<file path="config.mk">
export PLATFORM = sky130hd
export DESIGN_NAME = thread_table_random_scheduler_core
export DESIGN_NICKNAME = d
export VERILOG_FILES = /design/src/ttrs_pkg.sv /design/src/ttrs_ram.sv /design/src/ttrs_divider.sv /design/src/thread_table_random_scheduler_core.sv
export VERILOG_INCLUDE_DIRS = /design/src /design/src/src
export SDC_FILE = /design/constraint.sdc
export NUM_CORES = 2
export LEC_CHECK = 0
export ABC_AREA = 1
export BUFFER_PORTS_ARGS = -buffer_cell sky130_fd_sc_hd__buf_2
export CORE_MARGIN = 8
export CORE_UTILIZATION = 65
export CTS_CLUSTER_DIAMETER = 30
export DETAILED_ROUTE_END_ITERATION = 8
export PLACE_DENSITY = 0.83
export SETUP_SLACK_MARGIN = 0.5
export SLEW_MARGIN = 20
export SYNTH_ARGS = -nofsm -noshare
export SYNTH_HDL_FRONTEND = slang
export SYNTH_SLANG_ARGS = --single-unit
</file>
<file path="constraint.sdc">
create_clock -name clk_i -period 23.7 [get_ports clk_i]
set_input_delay 0 -clock clk_i [delete_from_list [all_inputs] [get_ports clk_i]]
set_output_delay 0 -clock clk_i [all_outputs]
set_load 0.02 [all_outputs]
</file>
<file path="src/thread_table_random_scheduler_core_macros.svh">
// Assertion helpers for the scheduler core
`ifndef THREAD_TABLE_RANDOM_SCHEDULER_CORE_MACROS_SVH
`define THREAD_TABLE_RANDOM_SCHEDULER_CORE_MACROS_SVH

// check prop on every clock edge outside reset
`define TTRS_ASSERT(label, prop, msg) \
  label: assert property (@(posedge clk_i) disable iff (!rst_ni) (prop)) else $error(msg);

// check prop on every clock edge, reset included
`define TTRS_ASSERT_ALWAYS(label, prop, msg) \
  label: assert property (@(posedge clk_i) (prop)) else $error(msg);

`endif

</file>
<file path="src/ttrs_pkg.sv">
`default_nettype none
package ttrs_pkg;

  typedef enum logic [1:0] {
    OP_CREATE   = 2'd0,
    OP_SCHEDULE = 2'd1,
    OP_FAULT    = 2'd2,
    OP_NOP      = 2'd3
  } opcode_e;

  typedef enum logic [2:0] {
    ST_CREATED  = 3'd0,
    ST_FULL     = 3'd1,
    ST_STAY     = 3'd2,
    ST_SWITCHED = 3'd3,
    ST_FATAL    = 3'd4,
    ST_ZOMBIED  = 3'd5
  } status_e;

  typedef enum logic [1:0] {
    SLOT_UNUSED = 2'd0,
    SLOT_READY  = 2'd1,
    SLOT_ZOMBIE = 2'd2
  } slot_e;

  localparam int unsigned TidW  = 6;
  localparam int unsigned SeedW = 64;
  localparam logic [31:0] LcgMul    = 32'hdeadbeed;
  localparam logic [31:0] LcgAdd    = 32'h12345679;
  localparam logic [63:0] SeedReset = 64'hcafebabedeadbeef;

endpackage
`default_nettype wire

</file>
<file path="src/ttrs_ram.sv">
`default_nettype none
module ttrs_ram #(
  parameter int unsigned Width = 8,
  parameter int unsigned Depth = 64
) (
  input  wire logic                     clk_i,
  input  wire logic                     we_i,
  input  wire logic [$clog2(Depth)-1:0] waddr_i,
  input  wire logic [Width-1:0]         wdata_i,
  input  wire logic [$clog2(Depth)-1:0] raddr_i,
  output logic      [Width-1:0]         rdata_o
);
  logic [Width-1:0] mem_q [Depth];

  always_ff @(posedge clk_i) begin
    if (we_i) begin
      mem_q[waddr_i] <= wdata_i;
    end
    rdata_o <= mem_q[raddr_i];
  end
endmodule
`default_nettype wire

</file>
<file path="src/ttrs_divider.sv">
`default_nettype none
// Restoring 64-bit by N-bit remainder unit, one quotient bit per cycle.
module ttrs_divider #(
  parameter int unsigned DivW = 11
) (
  input  wire logic                     clk_i,
  input  wire logic                     rst_ni,
  input  wire logic                     start_i,
  input  wire logic [ttrs_pkg::SeedW-1:0] dividend_i,
  input  wire logic [DivW-1:0]          divisor_i,
  output logic                          done_o,
  output logic                          zero_o
);
  import ttrs_pkg::*;

  localparam int unsigned CntW = $clog2(SeedW + 1);

  logic [SeedW-1:0] num_q, num_d;
  logic [DivW:0]    rem_q, rem_d;
  logic [DivW-1:0]  den_q, den_d;
  logic [CntW-1:0]  cnt_q, cnt_d;
  logic             busy_q, busy_d;
  logic [DivW:0]    shifted;
  logic             done_d;

  always_comb begin
    num_d  = num_q;
    rem_d  = rem_q;
    den_d  = den_q;
    cnt_d  = cnt_q;
    busy_d = busy_q;
    done_d = 1'b0;
    shifted = {rem_q[DivW-1:0], num_q[SeedW-1]};
    if (start_i) begin
      num_d  = dividend_i;
      rem_d  = '0;
      den_d  = divisor_i;
      cnt_d  = CntW'(SeedW);
      busy_d = 1'b1;
    end else if (busy_q) begin
      num_d = {num_q[SeedW-2:0], 1'b0};
      if (shifted >= {1'b0, den_q}) begin
        rem_d = shifted - {1'b0, den_q};
      end else begin
        rem_d = shifted;
      end
      cnt_d = cnt_q - CntW'(1);
      if (cnt_q == CntW'(1)) begin
        busy_d = 1'b0;
        done_d = 1'b1;
      end
    end
  end

  always_ff @(posedge clk_i or negedge rst_ni) begin
    if (!rst_ni) begin
      busy_q <= 1'b0;
      done_o <= 1'b0;
      cnt_q  <= '0;
    end else begin
      busy_q <= busy_d;
      done_o <= done_d;
      cnt_q  <= cnt_d;
    end
  end

  always_ff @(posedge clk_i) begin
    num_q <= num_d;
    rem_q <= rem_d;
    den_q <= den_d;
  end

  assign zero_o = (rem_q == '0);
endmodule
`default_nettype wire

</file>
<file path="src/thread_table_random_scheduler_core.sv">
`default_nettype none
// Channel   Ports                                           Direction
// command   start_i, busy_o, opcode_i .. is_process_i       in
// result    done_o, status_o, result_tid_o, result_pid_o    out
//
// Create walks the slot table, one slot a cycle.
// Schedule: LCG step from two 32x32 partial products, then a walk over the
// slots, one slot a cycle, that pauses at each ready slot for a remainder
// pass in the divider before the result.
// Fault reads the slot pid and may run a schedule after it.
// Reset clears the slot table before the core goes idle; receiver never stalls.
module thread_table_random_scheduler_core #(
  parameter int unsigned THREAD_SLOTS = 64
) (
  input  wire logic                   clk_i,
  input  wire logic                   rst_ni,
  input  wire logic                   start_i,
  output logic                        busy_o,
  input  wire logic [1:0]             opcode_i,
  input  wire logic [5:0]             target_tid_i,
  input  wire logic                   must_switch_i,
  input  wire logic                   has_parent_i,
  input  wire logic [5:0]             parent_tid_i,
  input  wire logic                   is_process_i,
  output logic                        done_o,
  output logic [2:0]                  status_o,
  output logic [5:0]                  result_tid_o,
  output logic [5:0]                  result_pid_o
);
  import ttrs_pkg::*;

  `include "thread_table_random_scheduler_core_macros.svh"

  localparam int unsigned IdxW = $clog2(THREAD_SLOTS);
  localparam int unsigned CntW = $clog2(THREAD_SLOTS + 1);

  typedef enum logic [12:0] {
    S_IDLE   = 13'b0000000000001,
    S_CSCAN  = 13'b0000000000010,
    S_CRD    = 13'b0000000000100,
    S_CWAIT  = 13'b0000000001000,
    S_FRD    = 13'b0000000010000,
    S_FWAIT  = 13'b0000000100000,
    S_MUL    = 13'b0000001000000,
    S_WALK   = 13'b0000010000000,
    S_DIV    = 13'b0000100000000,
    S_DIVW   = 13'b0001000000000,
    S_FIN    = 13'b0010000000000,
    S_OUT    = 13'b0100000000000,
    S_CLR    = 13'b1000000000000
  } state_e;

  state_e            state_q, state_d;
  logic [IdxW-1:0]   idx_q, idx_d;
  logic [CntW-1:0]   cnt_q, cnt_d;
  logic              found_q, found_d;
  logic [IdxW-1:0]   pick_q, pick_d;
  logic [IdxW-1:0]   cur_q, cur_d;
  logic [SeedW-1:0]  seed_q, seed_d;
  logic [SeedW-1:0]  acc_q, acc_d;
  logic [1:0]        mstep_q, mstep_d;
  logic [5:0]        tgt_q;
  logic              must_q, must_d;
  logic [IdxW-1:0]   skip_q, skip_d;
  logic              hasp_q, isp_q;
  logic [5:0]        par_q;
  logic [2:0]        st_q, st_d;
  logic [5:0]        rtid_q, rtid_d;
  logic [5:0]        rpid_q, rpid_d;
  logic              out_q;

  logic              slot_we;
  logic [IdxW-1:0]   slot_widx;
  slot_e             slot_wval;
  logic [IdxW-1:0]   slot_raddr;
  logic [1:0]        slot_rdata;

  logic              ram_we;
  logic [IdxW-1:0]   ram_waddr, ram_raddr;
  logic [5:0]        ram_wdata, ram_rdata;

  logic              div_start, div_done, div_zero;
  logic [31:0]       mul_a, mul_b;
  logic [63:0]       mul_p;
  logic              accept;
  logic              tgt_in;
  logic              par_in;

  assign accept = start_i && !busy_o;
  assign tgt_in = ({26'd0, tgt_q} < 32'(THREAD_SLOTS));
  assign par_in = ({26'd0, par_q} < 32'(THREAD_SLOTS));

  // Read ahead: the slot at idx_q is on slot_rdata in the cycle after idx_d names it.
  assign slot_raddr = idx_d;

  ttrs_ram #(.Width(2), .Depth(THREAD_SLOTS)) u_slot_ram (
    .clk_i   (clk_i),
    .we_i    (slot_we),
    .waddr_i (slot_widx),
    .wdata_i (slot_wval),
    .raddr_i (slot_raddr),
    .rdata_o (slot_rdata)
  );

  ttrs_ram #(.Width(6), .Depth(THREAD_SLOTS)) u_pid_ram (
    .clk_i   (clk_i),
    .we_i    (ram_we),
    .waddr_i (ram_waddr),
    .wdata_i (ram_wdata),
    .raddr_i (ram_raddr),
    .rdata_o (ram_rdata)
  );

  ttrs_divider #(.DivW(CntW)) u_div (
    .clk_i      (clk_i),
    .rst_ni     (rst_ni),
    .start_i    (div_start),
    .dividend_i (seed_q),
    .divisor_i  (cnt_q),
    .done_o     (div_done),
    .zero_o     (div_zero)
  );

  // One 32x32 partial product per multiply step: lo*mul, hi*mul, then the add.
  always_comb begin
    mul_a = (mstep_q == 2'd0) ? seed_q[31:0] : seed_q[63:32];
    mul_b = LcgMul;
    mul_p = mul_a * mul_b;
  end

  always_comb begin
    state_d   = state_q;
    idx_d     = idx_q;
    cnt_d     = cnt_q;
    found_d   = found_q;
    pick_d    = pick_q;
    cur_d     = cur_q;
    seed_d    = seed_q;
    acc_d     = acc_q;
    mstep_d   = mstep_q;
    must_d    = must_q;
    skip_d    = skip_q;
    st_d      = st_q;
    rtid_d    = rtid_q;
    rpid_d    = rpid_q;
    slot_we   = 1'b0;
    slot_widx = idx_q;
    slot_wval = SLOT_READY;
    ram_we    = 1'b0;
    ram_waddr = idx_q;
    ram_wdata = 6'd0;
    ram_raddr = IdxW'(par_q);
    div_start = 1'b0;

    unique case (state_q)
      S_CLR: begin
        slot_we   = 1'b1;
        slot_wval = SLOT_UNUSED;
        if (32'(idx_q) == THREAD_SLOTS - 1) begin
          idx_d   = '0;
          state_d = S_IDLE;
        end else begin
          idx_d = idx_q + IdxW'(1);
        end
      end
      S_IDLE: begin
        if (accept) begin
          idx_d = '0;
          unique case (opcode_i)
            OP_CREATE:   state_d = S_CSCAN;
            OP_SCHEDULE: begin
              must_d  = must_switch_i;
              skip_d  = IdxW'(target_tid_i);
              if ({26'd0, target_tid_i} >= 32'(THREAD_SLOTS)) begin
                skip_d = '0;
              end
              mstep_d = 2'd0;
              state_d = S_MUL;
            end
            OP_FAULT:    state_d = S_FRD;
            default: begin
              st_d    = ST_STAY;
              rtid_d  = 6'(cur_q);
              rpid_d  = 6'd0;
              state_d = S_OUT;
            end
          endcase
        end
      end
      S_CSCAN: begin
        if (slot_rdata == SLOT_UNUSED) begin
          state_d = S_CRD;
        end else if (32'(idx_q) == THREAD_SLOTS - 1) begin
          st_d    = ST_FULL;
          rtid_d  = 6'd0;
          rpid_d  = 6'd0;
          state_d = S_OUT;
        end else begin
          idx_d = idx_q + IdxW'(1);
        end
      end
      S_CRD: state_d = S_CWAIT;
      S_CWAIT: begin
        if (isp_q) begin
          rpid_d = 6'(idx_q);
        end else if (hasp_q && par_in) begin
          rpid_d = ram_rdata;
        end else begin
          rpid_d = 6'd0;
        end
        ram_we    = 1'b1;
        ram_wdata = rpid_d;
        slot_we   = 1'b1;
        st_d      = ST_CREATED;
        rtid_d    = 6'(idx_q);
        state_d   = S_OUT;
      end
      S_FRD: begin
        ram_raddr = IdxW'(tgt_q);
        if (!tgt_in) begin
          st_d    = ST_ZOMBIED;
          rtid_d  = 6'd0;
          rpid_d  = 6'd0;
          state_d = S_OUT;
        end else begin
          state_d = S_FWAIT;
        end
      end
      S_FWAIT: begin
        rtid_d = 6'd0;
        rpid_d = 6'd0;
        if (ram_rdata == 6'd0) begin
          st_d    = ST_FATAL;
          state_d = S_OUT;
        end else if (IdxW'(tgt_q) == cur_q) begin
          slot_we   = 1'b1;
          slot_widx = IdxW'(tgt_q);
          slot_wval = SLOT_UNUSED;
          must_d    = 1'b1;
          skip_d    = cur_q;
          mstep_d   = 2'd0;
          state_d   = S_MUL;
        end else begin
          slot_we   = 1'b1;
          slot_widx = IdxW'(tgt_q);
          slot_wval = SLOT_ZOMBIE;
          st_d      = ST_ZOMBIED;
          state_d   = S_OUT;
        end
      end
      S_MUL: begin
        // seed*mul + add, low 64 bits: lo*m + (hi*m << 32) + add
        unique case (mstep_q)
          2'd0: begin
            acc_d   = mul_p;
            mstep_d = 2'd1;
          end
          2'd1: begin
            acc_d   = acc_q + {mul_p[31:0], 32'd0};
            mstep_d = 2'd2;
          end
          default: begin
            seed_d  = acc_q + {32'd0, LcgAdd};
            idx_d   = IdxW'(1);
            cnt_d   = '0;
            found_d = 1'b0;
            pick_d  = '0;
            state_d = S_WALK;
          end
        endcase
      end
      S_WALK: begin
        if (idx_q != skip_q && slot_rdata == SLOT_READY) begin
          cnt_d   = cnt_q + CntW'(1);
          state_d = S_DIV;
        end else if (32'(idx_q) == THREAD_SLOTS - 1) begin
          state_d = S_FIN;
        end else begin
          idx_d = idx_q + IdxW'(1);
        end
      end
      S_DIV: begin
        div_start = 1'b1;
        state_d   = S_DIVW;
      end
      S_DIVW: begin
        if (div_done) begin
          if (div_zero) begin
            found_d = 1'b1;
            pick_d  = idx_q;
          end
          if (32'(idx_q) == THREAD_SLOTS - 1) begin
            state_d = S_FIN;
          end else begin
            idx_d   = idx_q + IdxW'(1);
            state_d = S_WALK;
          end
        end
      end
      S_FIN: begin
        rpid_d = 6'd0;
        if (!found_q && (!must_q || cur_q == '0)) begin
          st_d   = ST_STAY;
          rtid_d = 6'(cur_q);
        end else begin
          cur_d  = found_q ? pick_q : '0;
          st_d   = ST_SWITCHED;
          rtid_d = 6'(cur_d);
        end
        state_d = S_OUT;
      end
      S_OUT: state_d = S_IDLE;
      default: state_d = S_IDLE;
    endcase
  end

  always_ff @(posedge clk_i or negedge rst_ni) begin
    if (!rst_ni) begin
      state_q <= S_CLR;
      idx_q   <= '0;
      cur_q   <= '0;
      seed_q  <= SeedReset;
      out_q   <= 1'b0;
    end else begin
      state_q <= state_d;
      idx_q   <= idx_d;
      cur_q   <= cur_d;
      seed_q  <= seed_d;
      out_q   <= (state_d == S_OUT);
    end
  end

  always_ff @(posedge clk_i) begin
    cnt_q   <= cnt_d;
    found_q <= found_d;
    pick_q  <= pick_d;
    acc_q   <= acc_d;
    mstep_q <= mstep_d;
    must_q  <= must_d;
    skip_q  <= skip_d;
    st_q    <= st_d;
    rtid_q  <= rtid_d;
    rpid_q  <= rpid_d;
    if (accept) begin
      tgt_q  <= target_tid_i;
      hasp_q <= has_parent_i;
      isp_q  <= is_process_i;
      par_q  <= parent_tid_i;
    end
  end

  assign busy_o       = (state_q != S_IDLE);
  assign done_o       = out_q;
  assign status_o     = st_q;
  assign result_tid_o = rtid_q;
  assign result_pid_o = rpid_q;

  `TTRS_ASSERT(a_done_one_cycle, done_o |=> !done_o, "result strobe held two cycles")
  `TTRS_ASSERT(a_accept_busy, accept |=> busy_o, "accepted command did not raise busy")
  `TTRS_ASSERT(a_done_idle, done_o |=> !busy_o, "not ready after the result")
  `TTRS_ASSERT(a_status_range, done_o |-> (status_o <= ST_ZOMBIED), "status out of range")
  `TTRS_ASSERT(a_pid_zero, done_o && status_o != ST_CREATED |-> result_pid_o == 6'd0,
               "pid on non-create result")
  `TTRS_ASSERT_ALWAYS(a_reset_quiet, !rst_ni |=> !done_o, "result strobe after reset")
endmodule
`default_nettype wire

</file>
Word-level counts from Yosys, hierarchy flattened --
Memory sizes are Yosys's and may differ from the RTL's. A register that Yosys moved wholly into a read port is not among the register bits. Index checks and enable logic that the tools add are counted.
Word-level totals: register bits after elaboration 294, latch bits 0, memory bits (writable) 512, bits in read-only memories 0, bits of input ports 20, output and inout bits 17, logic and storage cells 202, memories 2
Memories:
- u_pid_ram.mem_q | words 64, width 6, rd ports 1, clocked after memory_dff 1, write ports 1, line ttrs_ram.sv:13 | logic [Width-1:0] mem_q [Depth];
- u_slot_ram.mem_q | words 64, width 2, rd ports 1, clocked after memory_dff 1, write ports 1, line ttrs_ram.sv:13
Cells by class: $add $sub $neg 6, multiply operators 1, div/mod/pow operators 0, $lt $le $gt $ge 1, eq/ne operators 35, shift-type cells 0, muxes and demuxes 96, bitwise logic cells 1, reductions and logical operators 35
Operators by type and width (count):
- two-way mux 6 bit | 28
- case mux 13 bit (11 select lines) | 1
- two-way mux 64 bit | 2
- case mux 64 bit (2 select lines) | 1
- two-way mux 13 bit | 8
- adder 64 x 29 -> 64 bit, second input constant | 1
- adder 64 bit | 1
- multiplier 32 x 32 -> 64 bit, second input constant | 1
- case mux 12 bit (3 select lines) | 1
- case mux 6 bit (6 select lines) | 1
- two-way mux 32 bit | 1
- case mux 6 bit (5 select lines) | 1
- two-way mux 7 bit | 4
- two-way mux 12 bit | 2
- case mux 6 bit (2 select lines) | 2
- case mux 6 bit (4 select lines) | 1
- two-way mux 1 bit | 21
- != test 2 bit, second input constant | 10
- two-way mux 3 bit | 6
- case mux 3 bit (5 select lines) | 1
- AND reduction 5 bit | 3
- case mux 7 bit (2 select lines) | 1
- == test 13 x 1 -> 1 bit, second input constant | 1
- == test 13 x 10 -> 1 bit, second input constant | 1
- other kinds (48) | 75

Longest topological paths before layout --
depth in word-level cells 6, mapped depth 45, depth with buffers taken out 44

Modules after synthesis --
A second synthesis with hierarchy kept.
Unflattened totals: cell total of the unflattened synthesis 6654, area, all modules 61216.2 µm²
Modules (own cells, without submodules):
- thread_table_random_scheduler_core | times used 1, cells an instance 4282, area each 35504.1 µm², seq. area each 5794.3 µm²
- ttrs_ram (u_pid_ram) | times used 1, cells an instance 1393, area each 15942.8 µm², seq. area each 11651.2 µm²
- ttrs_ram (u_slot_ram) | times used 1, cells an instance 520, area each 5614.1 µm², seq. area each 3883.7 µm²
- ttrs_divider | times used 1, cells an instance 459, area each 4155.2 µm², seq. area each 2517.4 µm²

Least setup slack after synthesis --
No wires, ideal clock.
path kind reg2reg, from reg mstep_q[1], to reg acc_q[60] (data pin), setup time 0.263 ns, data arrival time 8.466 ns, data required time 23.437 ns, setup slack 14.971 ns, cell stages (with the launch flop) 38, buffers on the path 2, clock period less this slack 8.729 ns, path through edfxtp_1 > nor2_1 > clkbuf_1 > clkbuf_1 > o21ai_0 > inv_1 > fa_1 > fa_1 > inv_1 > fa_1 > inv_1 > fa_1 > inv_1 > fa_1 > inv_1 > fa_1 > inv_1 > fa_1 > (+2 left out) > nand2_1 > nor2_1 > inv_1 > nor2_1 > inv_1 > o21ai_0 > xor2_1 > ha_1 > nand2_1 > nor2_1 > inv_1 > o221ai_1 > nand3b_1 > a21o_1 > a21oi_1 > nand2_1 > nand2_1 > o21ai_0
On the way: cells in the longest elaborated chain, start to end 5, elaborated cells between the ends (all ways) 6, those cells by class add/sub: 1; mul: 1; eq/ne: 1; mux: 2; reduce/logical: 1
Ends and longest elaborated chain:
- start, declared | line thread_table_random_scheduler_core.sv:61 | logic [1:0] mstep_q, mstep_d;
- start signal, assigned | line thread_table_random_scheduler_core.sv:338 | mstep_q <= mstep_d;
- logical NOT 2 bit | line thread_table_random_scheduler_core.sv:126, thread_table_random_scheduler_core.sv:253
- two-way mux 32 bit | line thread_table_random_scheduler_core.sv:126 | mul_a = (mstep_q == 2'd0) ? seed_q[31:0] : seed_q[63:32];
- multiplier 32 x 32 -> 64 bit | line thread_table_random_scheduler_core.sv:128 | mul_p = mul_a * mul_b;
- adder 64 bit | line thread_table_random_scheduler_core.sv:259 | acc_d = acc_q + {mul_p[31:0], 32'd0};
- case mux 64 bit (2 select lines) * | line thread_table_random_scheduler_core.sv:253 | unique case (mstep_q)
- end signal, assigned | line thread_table_random_scheduler_core.sv:337 | acc_q <= acc_d;
- end, declared | line thread_table_random_scheduler_core.sv:60 | logic [SeedW-1:0] acc_q, acc_d;
Mark *: on every way between the ends. The rest lies on a longest branch, timed or not. A chain may end at the register's enable or synchronous reset.

Final worst setup path --
from reg mstep_q[1], to reg acc_q[63] (data pin)
Same word-level chain as after synthesis.

==> results_dict.tcl <==
set metrics [dict create \
    cp-end-kind "register" \
    htree_levels 3 \
    numCtsBuffers 121 \
    synth-edff-count 699 \
    syn_inst 6111 \
    critical_path.most_common_cell "fa_1" \
    drt_wl_total_mm 176 \
    async_flop_share 0.122 \
    reg2regPathDepth 31 \
    rsz0062_at_grt "false" \
    antenna_found_initial 5 \
    required_ps 24130 \
    status "completed" \
    period_minus_slack_ps 10310 \
    vias_per_cell 6.18 \
    ant_nets 0 \
    syn_area_per_cell_um2 9.76 \
    crit_type "register to register" \
    finalSetupTns_ps 0 \
    postCtsSetupBuffers 0 \
    crit_buf_inv 8 \
    dp_hpwl_mm 131 \
    r2r_end "acc_q[63]$_DFFE_PP_" \
    cp_slowest_stage_delay_ps 980 \
    dr.pass1.iters 8 \
    grt_usage 0.343 \
    dieArea_um2 102000 \
    r2r_slack_ps 13390 \
    ys.flop_type "edfxtp_1" \
    die_y_um 319 \
    grt_pass1_wl_mm 269 \
    overflow 0 \
    clk_pin_slew_ps 60 \
    start_util 0.654 \
    rows 111 \
    tightest_slew_ps 1230 \
    maxCapViolCount 0 \
    gp_congestion 1.04 \
    fin_util 0.720 \
    hold_violations 0 \
    syn_nets 7075 \
    worstHoldPathType "input port to register" \
    use_met2 0.535 \
    ys_types 62 \
    synth_seq_area_share 0.400 \
    grt_pass1_vias 46100 \
    hold_path_end "tgt_q[5]$_DFFE_PP_" \
    hold_depth 2 \
    cp_max_fo 68 \
    pin_count 37 \
    nNetsFinal 7142 \
    cts_max_path_buffers 3 \
    setup_viol 0 \
    syn-cell-area_um2 59700 \
    r2r_start "mstep_q[1]$_SDFFCE_PN0P_" \
    io_buffers 36 \
    dr.first_iter.drc_count 6567 \
    cts_tree "yes" \
    finalCritPeriodShare 0.435 \
    critPathSlowestCell "o21ai_0" \
    drc 0 \
    post_drt_wl_per_cell_um 23.5 \
    maxSlewViolCount 0 \
    drive_gt1_frac 0.0728 \
    vias 46200 \
    root_buffer "clkbuf_16" \
    relSlewSlack 0.182 \
    grt.met1_usage 0.462 \
    met3_usage 0.0888 \
    yosys_register_bits 814 \
    clock_latency_ps 720 \
    critPathArrivalTime_ps 10740 \
    grt_max_degree 109 \
    die-width_um 319 \
    core-area_um2 91200 \
    crit_path_start_kind "register" \
    worstHoldStart "target_tid_i[5]" \
    fmax_mhz 97.0 \
    cp_top_family "adder cells" \
    area_growth_pct 10.2 \
    skew_ps 65.5 \
    cts_sinks 814 \
    yosys_warnings 0 \
    busiest_layer "met2" \
]
-- synth_stat cells (35+ instances only) --
library cell | number | area, um^2
a21oi_1 | 194 | 971
buf_2 | 38 | 190
clkbuf_1 | 108 | 405
dfrtp_1 | 52 | 1300
dfstp_2 | 47 | 1230
edfxtp_1 | 699 | 21000
fa_1 | 544 | 10900
ha_1 | 400 | 5000
inv_1 | 1166 | 4380
nand2_1 | 793 | 2980
nand3_1 | 280 | 1400
nand3b_1 | 47 | 353
nor2_1 | 631 | 2370
nor3_1 | 53 | 265
o211ai_1 | 75 | 563
o21ai_0 | 432 | 2160
o21ai_1 | 58 | 290
o221ai_1 | 45 | 394
o22ai_1 | 54 | 338
xnor2_1 | 35 | 307
xor2_1 | 73 | 639
-- registers in the layout (all words and copies together), names as in the netlist, 3 cells and up --
signal / count
u_slot_ram.mem_q: 128
par_q: 6
cur_q: 6
result_pid_o: 6
u_pid_ram.rdata_o: 6
result_tid_o: 6
u_pid_ram.mem_q: 384
pick_q: 6
u_div.num_q: 64
status_o: 3
seed_q: 64
idx_q: 6
cnt_q: 7
tgt_q: 6
u_div.den_q: 7
u_div.cnt_q: 7
state_q: 13
skip_q: 6
u_div.rem_q: 8
acc_q: 64
-- stage by stage --
| stage | hold WS [ps] | instances | area [um^2] | setup slack [ps] |
|---|---|---|---|---|
| finish | 13.7 | 7474 | 65700 | 13390 |
| global route | 8.10 | 7474 | 65700 | 12840 |
| CTS | 0.317 | 7473 | 65700 | 13450 |
| detailed placement | -64.2 | 7210 | 61100 | 13500 |
| global placement | -67.5 | 7210 | 61100 | 13470 |
| floorplan | -296 | 6111 | 59700 | 14970 |
-- worst max path at each step --
stage / from / end / slack (ps) / cells past startpoint
final: mstep_q[1]$_SDFFCE_PN0P_ / acc_q[63]$_DFFE_PP_ / 13390 / 31
after global routing: mstep_q[1]$_SDFFCE_PN0P_ / acc_q[59]$_DFFE_PP_ / 12840 / 37
after CTS: mstep_q[1]$_SDFFCE_PN0P_ / acc_q[63]$_DFFE_PP_ / 13450 / 31
after detailed placement: mstep_q[1]$_SDFFCE_PN0P_ / acc_q[63]$_DFFE_PP_ / 13500 / 31
after global placement: mstep_q[1]$_SDFFCE_PN0P_ / acc_q[59]$_DFFE_PP_ / 13470 / 36
after floorplan: mstep_q[1]$_SDFFCE_PN0P_ / acc_q[60]$_DFFE_PP_ / 14970 / 37
-- cell families after synthesis --
family	share of synthesized area
AND/OR/NAND/NOR	0.138
buffers and inverters	0.0875
flip-flops	0.400
AO/OA/AOI/OAI	0.0927
adder cells (fa/ha/maj)	0.266
XOR/XNOR	0.0159
-- layout by cell type, fill, tap and decap left out, drive strengths merged, types with 18 or more instances in the layout --
cell type    netlist  layout
a21o              19      19
a21oi            198     198
a31oi             22      22
buf               58      81
clkbuf           109     130
clkinv             4      45
dfrtp             52      52
dfstp             47      47
dlygate4sd3        0      30
edfxtp           699     699
fa               544     544
ha               400     400
inv             1185    1226
nand2            803     803
nand3            285     285
nand3b            47      47
nand4             32      32
nor2             650     650
nor3              53      53
nor4              23      23
o211ai            75      75
o21ai            494     494
o221ai            45      45
o22ai             54      54
or2               18      18
xnor2             35      35
xor2              73      73
-- per-layer routing --
layer | wire length [um] | share of wire
met4 | 8230 | 0.047
met1 | 67000 | 0.38
met2 | 79500 | 0.45
met5 | 42 | 0.00024
met3 | 20900 | 0.12
-- final cells by class --
type | instances | area, um^2
flip-flops and latches | 814 | 23800
fillers | 6286 | 25500
multi-input cells | 3941 | 30800
repair buffers | 111 | 833
inverters | 1189 | 4470
clock buffers | 130 | 3110
well taps | 1186 | 1480
clock inverters | 102 | 1150
diodes | 1 | 2.50
-- timing repair --
item                                   in CTS  in global routing
hold buffers                               31                  0
resized for setup                           0                  0
endpoints found under the hold margin      94                  0
Power is left out: the tool's default activity adds up to more than one toggle a clock period on the data nets, which glitch-free logic cannot reach.
